`src/design/spgm_pkg.sv`:
```
// shared types, constants and helper functions of the saturation peak marker
package spgm_pkg;

  localparam int DEF_MAX_WIDTH  = 1024;
  localparam int DEF_MAX_HEIGHT = 1024;

  localparam int CFG_W    = 11;
  localparam int APB_AW   = 3;
  localparam int APB_DW   = 32;

  localparam logic REG_FRAME_WIDTH  = 1'b0;
  localparam logic REG_FRAME_HEIGHT = 1'b1;

  localparam logic [CFG_W-1:0] FRAME_WIDTH_RST  = 11'd64;
  localparam logic [CFG_W-1:0] FRAME_HEIGHT_RST = 11'd64;

  localparam logic [3:0] NB_CENTRE = 4'd0;
  localparam logic [3:0] NB_LAST   = 4'd8;
  localparam logic [2:0] TAP_LAST  = 3'd4;
  localparam logic [2:0] DIV_LAST  = 3'd7;
  localparam logic [1:0] CAND_LAST = 2'd3;

  localparam logic [5:0] GAUSS_W [0:4][0:4] = '{
    '{6'd1, 6'd4,  6'd7,  6'd4,  6'd1},
    '{6'd4, 6'd16, 6'd26, 6'd16, 6'd4},
    '{6'd7, 6'd26, 6'd41, 6'd26, 6'd7},
    '{6'd4, 6'd16, 6'd26, 6'd16, 6'd4},
    '{6'd1, 6'd4,  6'd7,  6'd4,  6'd1}
  };

  typedef struct packed {
    logic       accept;
    logic       prep;
    logic       sat_wr;
    logic [1:0] cand;
    logic [3:0] nb;
    logic       nb_rd;
    logic       nb_cmp;
    logic       pk_wr;
    logic       advance;
    logic [2:0] tap_y;
    logic [2:0] tap_x;
    logic       tap_rd;
    logic       tap_acc;
    logic       div_init;
    logic       div_step;
    logic       emit;
  } spgm_cmd_t;

  typedef struct packed {
    logic pixel;
    logic cand_ok;
    logic nb_in;
    logic tap_in;
    logic out_ready;
    logic out_free;
  } spgm_sts_t;

  function automatic logic [5:0] gauss_w(logic [2:0] ty, logic [2:0] tx);
    return GAUSS_W[ty][tx];
  endfunction

  // row offset of a 3x3 neighbour
  function automatic logic signed [2:0] nb_dy(logic [3:0] j);
    logic signed [2:0] d;
    unique case (j)
      4'd1, 4'd2, 4'd3: d = -3'sd1;
      4'd6, 4'd7, 4'd8: d = 3'sd1;
      default:          d = 3'sd0;
    endcase
    return d;
  endfunction

  // column offset of a 3x3 neighbour
  function automatic logic signed [2:0] nb_dx(logic [3:0] j);
    logic signed [2:0] d;
    unique case (j)
      4'd1, 4'd4, 4'd6: d = -3'sd1;
      4'd3, 4'd5, 4'd8: d = 3'sd1;
      default:          d = 3'sd0;
    endcase
    return d;
  endfunction

  function automatic logic [1:0] mod3_dec(logic [1:0] v);
    return (v == 2'd0) ? 2'd2 : v - 2'd1;
  endfunction

  function automatic logic [1:0] mod3_inc(logic [1:0] v);
    return (v == 2'd2) ? 2'd0 : v + 2'd1;
  endfunction

endpackage

```
`src/design/spgm_ctrl.sv`:
```
// sequencing state machine of the saturation peak marker
module spgm_ctrl import spgm_pkg::*; (
  input  logic      clk_i,
  input  logic      rst_ni,
  input  logic      in_valid_i,
  output logic      in_stall_o,
  input  spgm_sts_t sts_i,
  output spgm_cmd_t cmd_o
);

  typedef enum logic [3:0] {
    S_IDLE, S_PREP, S_SATWR, S_CAND, S_NRD, S_NCMP, S_PKWR,
    S_ADV, S_CHK, S_ERD, S_EACC, S_DIVI, S_DIVS, S_OUTW
  } state_e;

  state_e     state_q;
  logic [1:0] k_q;
  logic [3:0] j_q;
  logic [2:0] ty_q, tx_q, ds_q;
  logic       tap_last;

  assign in_stall_o = (state_q != S_IDLE);
  assign tap_last   = (ty_q == TAP_LAST) && (tx_q == TAP_LAST);

  always_comb begin
    cmd_o       = '0;
    cmd_o.cand  = k_q;
    cmd_o.nb    = j_q;
    cmd_o.tap_y = ty_q;
    cmd_o.tap_x = tx_q;
    unique case (state_q)
      S_IDLE:  cmd_o.accept   = in_valid_i;
      S_PREP:  cmd_o.prep     = 1'b1;
      S_SATWR: cmd_o.sat_wr   = 1'b1;
      S_NRD:   cmd_o.nb_rd    = sts_i.nb_in;
      S_NCMP:  cmd_o.nb_cmp   = 1'b1;
      S_PKWR:  cmd_o.pk_wr    = 1'b1;
      S_ADV:   cmd_o.advance  = 1'b1;
      S_ERD:   cmd_o.tap_rd   = sts_i.tap_in;
      S_EACC:  cmd_o.tap_acc  = 1'b1;
      S_DIVI:  cmd_o.div_init = 1'b1;
      S_DIVS:  cmd_o.div_step = 1'b1;
      S_OUTW:  cmd_o.emit     = sts_i.out_free;
      default: cmd_o.emit     = 1'b0;
    endcase
  end

  always_ff @(posedge clk_i or negedge rst_ni) begin
    if (!rst_ni) begin
      state_q <= S_IDLE;
      k_q     <= '0;
      j_q     <= '0;
      ty_q    <= '0;
      tx_q    <= '0;
      ds_q    <= '0;
    end else begin
      unique case (state_q)
        S_IDLE: begin
          if (in_valid_i) state_q <= S_PREP;
        end
        S_PREP: begin
          state_q <= sts_i.pixel ? S_SATWR : S_CHK;
        end
        S_SATWR: begin
          k_q     <= '0;
          state_q <= S_CAND;
        end
        S_CAND: begin
          if (sts_i.cand_ok) begin
            j_q     <= NB_CENTRE;
            state_q <= S_NRD;
          end else if (k_q == CAND_LAST) begin
            state_q <= S_ADV;
          end else begin
            k_q <= k_q + 2'd1;
          end
        end
        S_NRD: begin
          if (sts_i.nb_in) begin
            state_q <= S_NCMP;
          end else if (j_q == NB_LAST) begin
            state_q <= S_PKWR;
          end else begin
            j_q <= j_q + 4'd1;
          end
        end
        S_NCMP: begin
          if (j_q == NB_LAST) begin
            state_q <= S_PKWR;
          end else begin
            j_q     <= j_q + 4'd1;
            state_q <= S_NRD;
          end
        end
        S_PKWR: begin
          if (k_q == CAND_LAST) begin
            state_q <= S_ADV;
          end else begin
            k_q     <= k_q + 2'd1;
            state_q <= S_CAND;
          end
        end
        S_ADV: begin
          state_q <= S_CHK;
        end
        S_CHK: begin
          ty_q    <= '0;
          tx_q    <= '0;
          state_q <= sts_i.out_ready ? S_ERD : S_IDLE;
        end
        S_ERD: begin
          if (sts_i.tap_in) begin
            state_q <= S_EACC;
          end else if (tap_last) begin
            state_q <= S_DIVI;
          end else if (tx_q == TAP_LAST) begin
            tx_q <= '0;
            ty_q <= ty_q + 3'd1;
          end else begin
            tx_q <= tx_q + 3'd1;
          end
        end
        S_EACC: begin
          if (tap_last) begin
            state_q <= S_DIVI;
          end else begin
            state_q <= S_ERD;
            if (tx_q == TAP_LAST) begin
              tx_q <= '0;
              ty_q <= ty_q + 3'd1;
            end else begin
              tx_q <= tx_q + 3'd1;
            end
          end
        end
        S_DIVI: begin
          ds_q    <= '0;
          state_q <= S_DIVS;
        end
        S_DIVS: begin
          if (ds_q == DIV_LAST) begin
            state_q <= S_OUTW;
          end else begin
            ds_q <= ds_q + 3'd1;
          end
        end
        S_OUTW: begin
          if (sts_i.out_free) state_q <= S_IDLE;
        end
        default: state_q <= S_IDLE;
      endcase
    end
  end

endmodule

```
`config.mk`:
```
export PLATFORM = sky130hd
export DESIGN_NAME = spgm_ctrl
export DESIGN_NICKNAME = d
export VERILOG_FILES = /design/src/design/spgm_pkg.sv /design/src/design/spgm_ctrl.sv
export SDC_FILE = /design/constraint.sdc
export NUM_CORES = 1
export LEC_CHECK = 0
export ABC_CLOCK_PERIOD_IN_PS = 5400
export BUFFER_PORTS_ARGS = -buffer_cell sky130_fd_sc_hd__buf_4
export CORE_ASPECT_RATIO = 1.75
export CORE_MARGIN = 8
export CORE_UTILIZATION = 40
export DETAILED_ROUTE_END_ITERATION = 7
export SLEW_MARGIN = 15
export SYNTH_ARGS = -nofsm -noshare
export SYNTH_HDL_FRONTEND = slang
export SYNTH_SLANG_ARGS = --single-unit
```
`constraint.sdc`:
```
create_clock -name clk_i -period 5.4 [get_ports clk_i]
set_clock_uncertainty 0.1 [all_clocks]
set_input_delay 0.27 -clock clk_i [delete_from_list [all_inputs] [get_ports clk_i]]
set_output_delay 0.27 -clock clk_i [all_outputs]
set_load 0.01 [all_outputs]
```
==> qor_table.md, run 1 <==
| Result | This run |
|---|---|
| DRC violation count after routing | 0 |
| Fin Setup TNS | 0 ns |
| Power per standard cell area | 476 mW/mm^2 |
| RSZ-0062 raised after global routing | no |
| Detail Route met3 WL | 199 microns |
| Synth Instances | 176 |
| Top cell type by total area after synthesis | sky130_fd_sc_hd__dfrtp_1 |
| Beginning of the worst register-to-register path | state_q[2]$_DFFE_PN0P_ |
| Worst min-delay path category | in2async |
| F_max | 442 MHz |
| Ratio of routed vias to standard cells | 5.35 |
| YS warnings | 0 |
| Area of all placed cells without fillers | 0.00175 sq mm |
| Register bit count reported by yosys | 19 |
| # Max-Cap Violations | 0 |
| Worst reg2reg setup slack | 3.14 ns |
| Antenna diodes | 0 |
| First-pass GRT wire length | 6.41 mm |
| Area share of the largest cell type after synthesis | 33.0% |
| Most used flip-flop cell after synthesis | sky130_fd_sc_hd__dfrtp_1 |
| Number of standard-cell rows in the floorplan | 29 |
| HPWL after detailed placement | 3.05 mm |
| Mean routed wirelength per cell | 15.2 microns |
| Cells taking the most area after synthesis | sky130_fd_sc_hd__dfrtp_1, sky130_fd_sc_hd__ha_1, sky130_fd_sc_hd__nand2_1, sky130_fd_sc_hd__o21ai_0, sky130_fd_sc_hd__nor2_1 |
| Met2 Wirelength | 2.01 mm |
| Peak supply drop | 0.271 mV |
| Area post-placement | 0.00169 sq mm |
| Post-synthesis sequential area ratio | 33.0% |
| Filler cell count in the final layout | 366 |
| WL met1 | 1.55 mm |
| Weighted congestion reported at the end of routability-driven placement | 0.918 |
| Depth of the worst register-to-register path | 5 |
| Final net count | 224 |
| Final Hold Violating Endpoints | 0 |
| Final slew viol count | 0 |
| Drt first-iter violations | 20 |
| Portion of the clock cycle consumed by the worst path in the final layout | 41.9% |
| Inserted Clock Buffers | 3 |
| Root Buffer Master | sky130_fd_sc_hd__clkbuf_8 |
| Max Used Layer | met4 |
| Core outline area | 0.00356 sq mm |
| Critical path class | reg2reg |
| Worst path required time | 5.44 ns |
| Total I/O pin count | 34 |
| Clock buffer depth | 2 |
| Total standard cell area after synthesis | 0.00144 sq mm |
| Detailed-route wire length | 3.81 mm |
| Top cell types by occurrence after synthesis | sky130_fd_sc_hd__nand2_1, sky130_fd_sc_hd__dfrtp_1, sky130_fd_sc_hd__nor2_1, sky130_fd_sc_hd__o21ai_0, sky130_fd_sc_hd__inv_1 |
| Synth unique cells | 46 |
| Setup crit start kind | register |
| Share of layout cells above drive strength 1 | 21.5% |
| CTS Hold Bufs | 1 |
| Nature of the critical path endpoint | register |
| Clock tree from TritonCTS | built |
| Total Die Area | 0.00586 sq mm |
| Layout overhead on the synthesized area | 21.4% |
| GRT Residual Overflow | 0 |
| Port Buffers | 33 |
| Worst r2r dst | state_q[0]$_DFFE_PN0P_ |
| Post-CTS resize count | 0 |
| Number of nets still failing antenna checks after routing | 0 |
| Reported leakage power | 0.806 nW |
| Antenna violations before repair | 0 |
| Routed vias | 1,343 |
| Clk_lat worst skew | 0.25 ns |
| Synthesized area divided by synthesized cell count | 8.19 sq um |
| Tmin final | 2.26 ns |
| Run status | finished, final reports clean |
| Initial cell density of the core | 40.5% |
| Die Y | 95.4 microns |
| Vias in the first global route | 1,382 |
| Floorplan die width | 61.4 microns |
| Final hold slack | 0.333 ns |
| Post-layout util | 49.2% |
| H-Tree Level Count | 1 |
| Syn_nets | 194 |
| Pin count of the biggest net entering global routing | 27 |
| Normalized max-slew margin | 52.6% |
| Worst Max-Slew Pin Slew | 0.711 ns |
| 1st-pass router iterations | 4 |
| Clk slew on worst S/H paths | 0.07 ns |
| Count of flip-flops with a built-in enable after synthesis | 0 |
| Final setup vio count | 0 |
| # clock sinks | 19 |
| Most common cell in the synthesized netlist | sky130_fd_sc_hd__nand2_1 |
| Worst-path maximum fanout | 25 |
| Arrival time at the worst endpoint | 2.30 ns |
| FFs w/ async S/R, synth | 100% |
| Number of post-CTS setup repair buffers | 0 |
| Tot GR Track Use | 14.1% |
==> sequential cells by signal (all words and copies together) (netlist names) <==
| name | count |
|---|---|
| state_q | 4 |
| k_q | 2 |
| j_q | 4 |
| ty_q | 3 |
| tx_q | 3 |
| ds_q | 3 |
==> worst max-delay path: stages, from the launching register on <==
cell and delay, ns:
sky130_fd_sc_hd__dfrtp_1 0.80, sky130_fd_sc_hd__nand2b_1 0.31, sky130_fd_sc_hd__nor3_1 0.36, sky130_fd_sc_hd__a221oi_2 0.13, sky130_fd_sc_hd__nand2b_2 0.12, sky130_fd_sc_hd__mux2_1 0.32
==> worst max-delay path by stage <==
| stage | start | slack (ns) | endpoint | depth (start not counted) |
|---|---|---|---|---|
| after CTS | state_q[2]$_DFFE_PN0P_ | 3.14 | state_q[0]$_DFFE_PN0P_ | 5 |
| final | state_q[2]$_DFFE_PN0P_ | 3.14 | state_q[0]$_DFFE_PN0P_ | 5 |
| after floorplan | j_q[0]$_DFFE_PN0P_ | 3.55 | j_q[3]$_DFFE_PN0P_ | 7 |
| after global routing | state_q[2]$_DFFE_PN0P_ | 2.95 | state_q[0]$_DFFE_PN0P_ | 5 |
| after detailed placement | state_q[2]$_DFFE_PN0P_ | 3.16 | state_q[0]$_DFFE_PN0P_ | 5 |
| after global placement | state_q[0]$_DFFE_PN0P_ | 3.21 | state_q[0]$_DFFE_PN0P_ | 5 |
==> cells in the final DEF, fill, tap and decap left out, types with 2 or more instances in the layout <==
cell,n
sky130_fd_sc_hd__buf_4,33
sky130_fd_sc_hd__nand2_1,20
sky130_fd_sc_hd__dfrtp_1,19
sky130_fd_sc_hd__nor2_1,16
sky130_fd_sc_hd__o21ai_0,15
sky130_fd_sc_hd__inv_1,13
sky130_fd_sc_hd__nor3_1,9
sky130_fd_sc_hd__ha_1,9
sky130_fd_sc_hd__nand3_1,7
sky130_fd_sc_hd__a21oi_1,7
sky130_fd_sc_hd__mux2i_1,4
sky130_fd_sc_hd__nand2b_1,3
sky130_fd_sc_hd__nand3b_1,3
sky130_fd_sc_hd__nand4_1,3
sky130_fd_sc_hd__o22ai_1,3
sky130_fd_sc_hd__clkbuf_8,3
sky130_fd_sc_hd__nor2b_1,2
sky130_fd_sc_hd__or4_4,2
sky130_fd_sc_hd__or2_2,2
sky130_fd_sc_hd__nand4bb_1,2
sky130_fd_sc_hd__a31oi_1,2
sky130_fd_sc_hd__xor2_1,2
sky130_fd_sc_hd__nor4b_1,2
sky130_fd_sc_hd__a21boi_0,2
==> cell families (layout without fill, tap and decap cells) <==
group,count (synthesis),in the layout,share of synthesized area (%)
and+or+nand+nor,79,79,29.3
AOI/OAI and AO/OA,38,38,16.7
buffers and inverters,22,51,7.03
DFF,19,19,33.0
adders and majority gates,9,9,7.81
muxes,6,6,4.34
xor gates and xnor gates,3,3,1.82
==> routing by layer <==
layer	global-route usage, %	vias up
li1	-	679
met1	15.6	628
met2	25.6	32
met3	2.30	4
met4	5.35	0
met5	0	-
==> report_power, final <==
group          internal (W)  leakage (nW)  switching, W
Clock             0.0000524        0.0228     0.0000461
Combinational      0.000206         0.536      0.000230
Sequential         0.000187         0.247      0.000109
Total              0.000446         0.806      0.000386
==> through the flow <==
stage	worst slack [ns]	instances	total power (W)
6_report	3.14	251	0.000832
5_1_grt	2.95	251	0.000915
4_1_cts	3.14	251	0.000844
3_5_place_dp	3.16	246	0.000741
3_3_place_gp	3.21	246	0.000728
2_1_floorplan	3.55	176	0.000605
==> layout make-up <==
class	count	area (sq um)	area share, %
multi-input cells	135	865	49.4
inverters	13	48.8	2.79
flip-flops and latches	19	475	27.2
repair buffers	34	258	14.7
clock buffers	4	45.0	2.58
well taps	46	57.6	3.29
Note: power is estimated with default switching activity, not from simulation.
==> run 2, diff against run 1 <==
--- a/config.mk
+++ b/config.mk
@@ -5,7 +5,8 @@
 export SDC_FILE = /design/constraint.sdc
 export NUM_CORES = 1
 export LEC_CHECK = 0
-export ABC_CLOCK_PERIOD_IN_PS = 5400
+export ABC_AREA = 1
+export ABC_CLOCK_PERIOD_IN_PS = 1900
 export BUFFER_PORTS_ARGS = -buffer_cell sky130_fd_sc_hd__buf_4
 export CORE_ASPECT_RATIO = 1.75
 export CORE_MARGIN = 8
==> constraint.sdc (replaced) <==
create_clock -name clk_i -period 1.9 [get_ports clk_i]
set_clock_uncertainty 0.1 [all_clocks]
set_input_delay 0.095 -clock clk_i [delete_from_list [all_inputs] [get_ports clk_i]]
set_output_delay 0.095 -clock clk_i [all_outputs]
set_load 0.01 [all_outputs]
==> run 2 against run 1 <==
Net effect:
- non-clock buffer count is 2 higher
- design area is 3.2% higher
- power is 140% higher
- combinational power grew to 2.6 times the previous value
- area after synthesis is 0.78% lower
- sequential power is 110% higher
- synthesized cell count is 25% higher
- largest cell class unchanged
- largest power group unchanged
==> qor_table.md, run 2 <==
| Result | This run |
|---|---|
| Run status | finished, final reports clean |
| Worst min-delay path category | in2reg |
| Largest stage delay on the critical path | 0.47 ns |
| Register bit count reported by yosys | 19 |
| Hold-critical path depth | 4 |
| Critical-path cell list | inv_1 -> nand2_1 -> nor2_1 -> nand2_1 -> inv_1 -> buf_4 |
| Port Buffers | 33 |
| Arrival time at the worst endpoint | 1.49 ns |
| Critical-path cell with the highest stage delay | sky130_fd_sc_hd__dfrtp_1 |
| Area share of the largest cell type after synthesis | 33.2% |
| Depth of the worst register-to-register path | 11 |
| H-Tree Level Count | 1 |
| F_max | 595 MHz |
| Root Buffer Master | sky130_fd_sc_hd__clkbuf_8 |
| Floorplan die width | 61.2 microns |
| Buf+Inv Stages, Crit Path | 3 |
| Antenna violations before repair | 0 |
| Area post-placement | 0.00175 sq mm |
| Die Y | 95.1 microns |
| Nature of the critical path endpoint | primary output |
| DRC violation count after routing | 0 |
| Reported leakage power | 1.04 nW |
| Pin count of the biggest net entering global routing | 20 |
| HPWL after detailed placement | 3.16 mm |
| Detailed-route wire length | 3.88 mm |
| Post-CTS resize count | 0 |
| Final setup vio count | 0 |
| Most common cell after layout, fill and taps aside | sky130_fd_sc_hd__nand2_1 |
| Setup crit start kind | register |
| Area of all placed cells without fillers | 0.00181 sq mm |
| Total I/O pin count | 34 |
| Most used flip-flop cell after synthesis | sky130_fd_sc_hd__dfrtp_1 |
| Worst-path maximum fanout | 6 |
| Clock buffer depth | 2 |
| Commonest cells after routing, fill and taps aside | sky130_fd_sc_hd__nand2_1, sky130_fd_sc_hd__buf_4, sky130_fd_sc_hd__inv_1, sky130_fd_sc_hd__nor2_1, sky130_fd_sc_hd__dfrtp_1 |
| Syn_nets | 238 |
| Tot GR Track Use | 14.9% |
| Worst reg2reg setup slack | 0.23 ns |
| CTS Hold Bufs | 1 |
| Cells taking the most area after synthesis | sky130_fd_sc_hd__dfrtp_1, sky130_fd_sc_hd__nand2_1, sky130_fd_sc_hd__inv_1, sky130_fd_sc_hd__ha_1, sky130_fd_sc_hd__nor2_1 |
| Total Die Area | 0.00582 sq mm |
| Number of post-CTS setup repair buffers | 0 |
| Final slew viol count | 0 |
| Count of flip-flops with a built-in enable after synthesis | 0 |
| # Max-Cap Violations | 0 |
| YS warnings | 0 |
| First-pass GRT wire length | 6.61 mm |
| Normalized max-slew margin | 79.7% |
| Drt first-iter violations | 45 |
| Layout overhead on the synthesized area | 26.2% |
| Worst path required time | 1.70 ns |
| Total standard cell area after synthesis | 0.00143 sq mm |
| 1st-pass router iterations | 4 |
| Fin Setup TNS | 0 ns |
| Top cell types by occurrence after synthesis | sky130_fd_sc_hd__nand2_1, sky130_fd_sc_hd__inv_1, sky130_fd_sc_hd__nor2_1, sky130_fd_sc_hd__dfrtp_1, sky130_fd_sc_hd__nand3_1 |
| Synthesized area divided by synthesized cell count | 6.50 sq um |
| FFs w/ async S/R, synth | 100% |
| Core outline area | 0.00352 sq mm |
| Share of layout cells above drive strength 1 | 20.4% |
| Antenna diodes | 0 |
| Critical path's top delay family | flip-flops |
| Clk_lat worst skew | 0.26 ns |
| Number of standard-cell rows in the floorplan | 29 |
| Ratio of routed vias to standard cells | 4.83 |
| Post-synthesis sequential area ratio | 33.2% |
| Clock tree from TritonCTS | built |
| Inserted Clock Buffers | 3 |
| Most common cell in the synthesized netlist | sky130_fd_sc_hd__nand2_1 |
| Critical path class | reg2out |
| Routed vias | 1,478 |
| Power per standard cell area | 1130 mW/mm^2 |
| Clk slew on worst S/H paths | 0.07 ns |
| Tmin final | 1.68 ns |
| Worst Max-Slew Pin Slew | 0.302 ns |
| Top cell type by total area after synthesis | sky130_fd_sc_hd__dfrtp_1 |
| Initial cell density of the core | 40.6% |
| Largest registers | j_q x4, state_q x4 |
| RSZ-0062 raised after global routing | no |
| Portion of the clock cycle consumed by the worst path in the final layout | 88.5% |
| Synth unique cells | 22 |
| Number of nets still failing antenna checks after routing | 0 |
| Synth Instances | 220 |
| Final net count | 279 |
| Vias in the first global route | 1,526 |
| # clock sinks | 19 |
| Peak supply drop | 0.585 mV |
| Number of gates on the worst path with buffers counted | 6 |
| Design Power | 0.00203 W |
| GRT Residual Overflow | 0 |
| Weighted congestion reported at the end of routability-driven placement | 0.936 |
| Mean routed wirelength per cell | 12.7 microns |
| Final Hold Violating Endpoints | 0 |
==> run 2: cells by family after synthesis <==
logic type,Yosys count,synth area share [%]
XOR/XNOR,3,1.84
AND/OR/NAND/NOR,134,40.3
AO/OA/AOI/OAI,18,6.56
adder cells (fa/ha/maj),9,7.87
multiplexers,1,0.700
buffers and inverters,36,9.45
flip-flops,19,33.2
==> run 2: per-stage QoR <==
step | cells | hold WS (ns) | utilization, % | worst slack [ns]
6_report | 306 | 0.106 | 51.3 | 0.219
3_3_place_gp | 301 | -0.109 | 49.7 | 0.215
2_1_floorplan | 220 | -0.301 | - | 0.384
3_5_place_dp | 301 | -0.108 | 49.7 | 0.222
5_1_grt | 306 | 0.113 | 51.3 | 0.0450
4_1_cts | 306 | 0.0957 | 51.3 | 0.207
==> run 2: layout make-up <==
type                       count  area, sq um
fill                         379         1710
tap                           46         57.6
sequential                    19          475
multi-input combinational    165          820
clock buffer                   4         45.0
timing repair buffer          36          273
inverter                      36          135
==> run 2: where the power goes <==
| part | leakage, nW | internal (W) | total [W] | switching, W |
|---|---|---|---|---|
| Sequential | 0.257 | 0.000498 | 0.000620 | 0.000122 |
| Clock | 0.0228 | 0.000150 | 0.000294 | 0.000144 |
| Combinational | 0.763 | 0.000415 | 0.00112 | 0.000704 |
| Total | 1.04 | 0.00106 | 0.00203 | 0.000971 |
==> run 2: routing by layer <==
layer  share of wire (%)  vias to the layer above  wire length (microns)  GRT usage (%)
li1                    -                      763                      -              -
met4                 3.7                        0                    144           8.41
met1                  39                      660                   1530           15.1
met5                   0                        -                      0              0
met2                  52                       43                   2010           26.8
met3                 5.0                       12                    194           2.97
==> run 2: path summary, 6_finish.rpt <==
check / from / endpoint
min in group asynchronous: rst_ni / ds_q[0]$_DFFE_PN0P_
setup / recovery: state_q[2]$_DFFE_PN0P_ / cmd_o[4]
max in group asynchronous: rst_ni / state_q[0]$_DFFE_PN0P_
hold / removal: sts_i[4] / state_q[1]$_DFFE_PN0P_
setup reg to reg: tx_q[0]$_DFFE_PN0P_ / state_q[0]$_DFFE_PN0P_
hold reg to reg: ds_q[0]$_DFFE_PN0P_ / ds_q[0]$_DFFE_PN0P_
==> run 2: tightest hold or removal path: cells and delay by family <==
kind                   cells  cell delay, ns
AND/OR/NAND/NOR            3            0.24
buffers and inverters      1            0.10
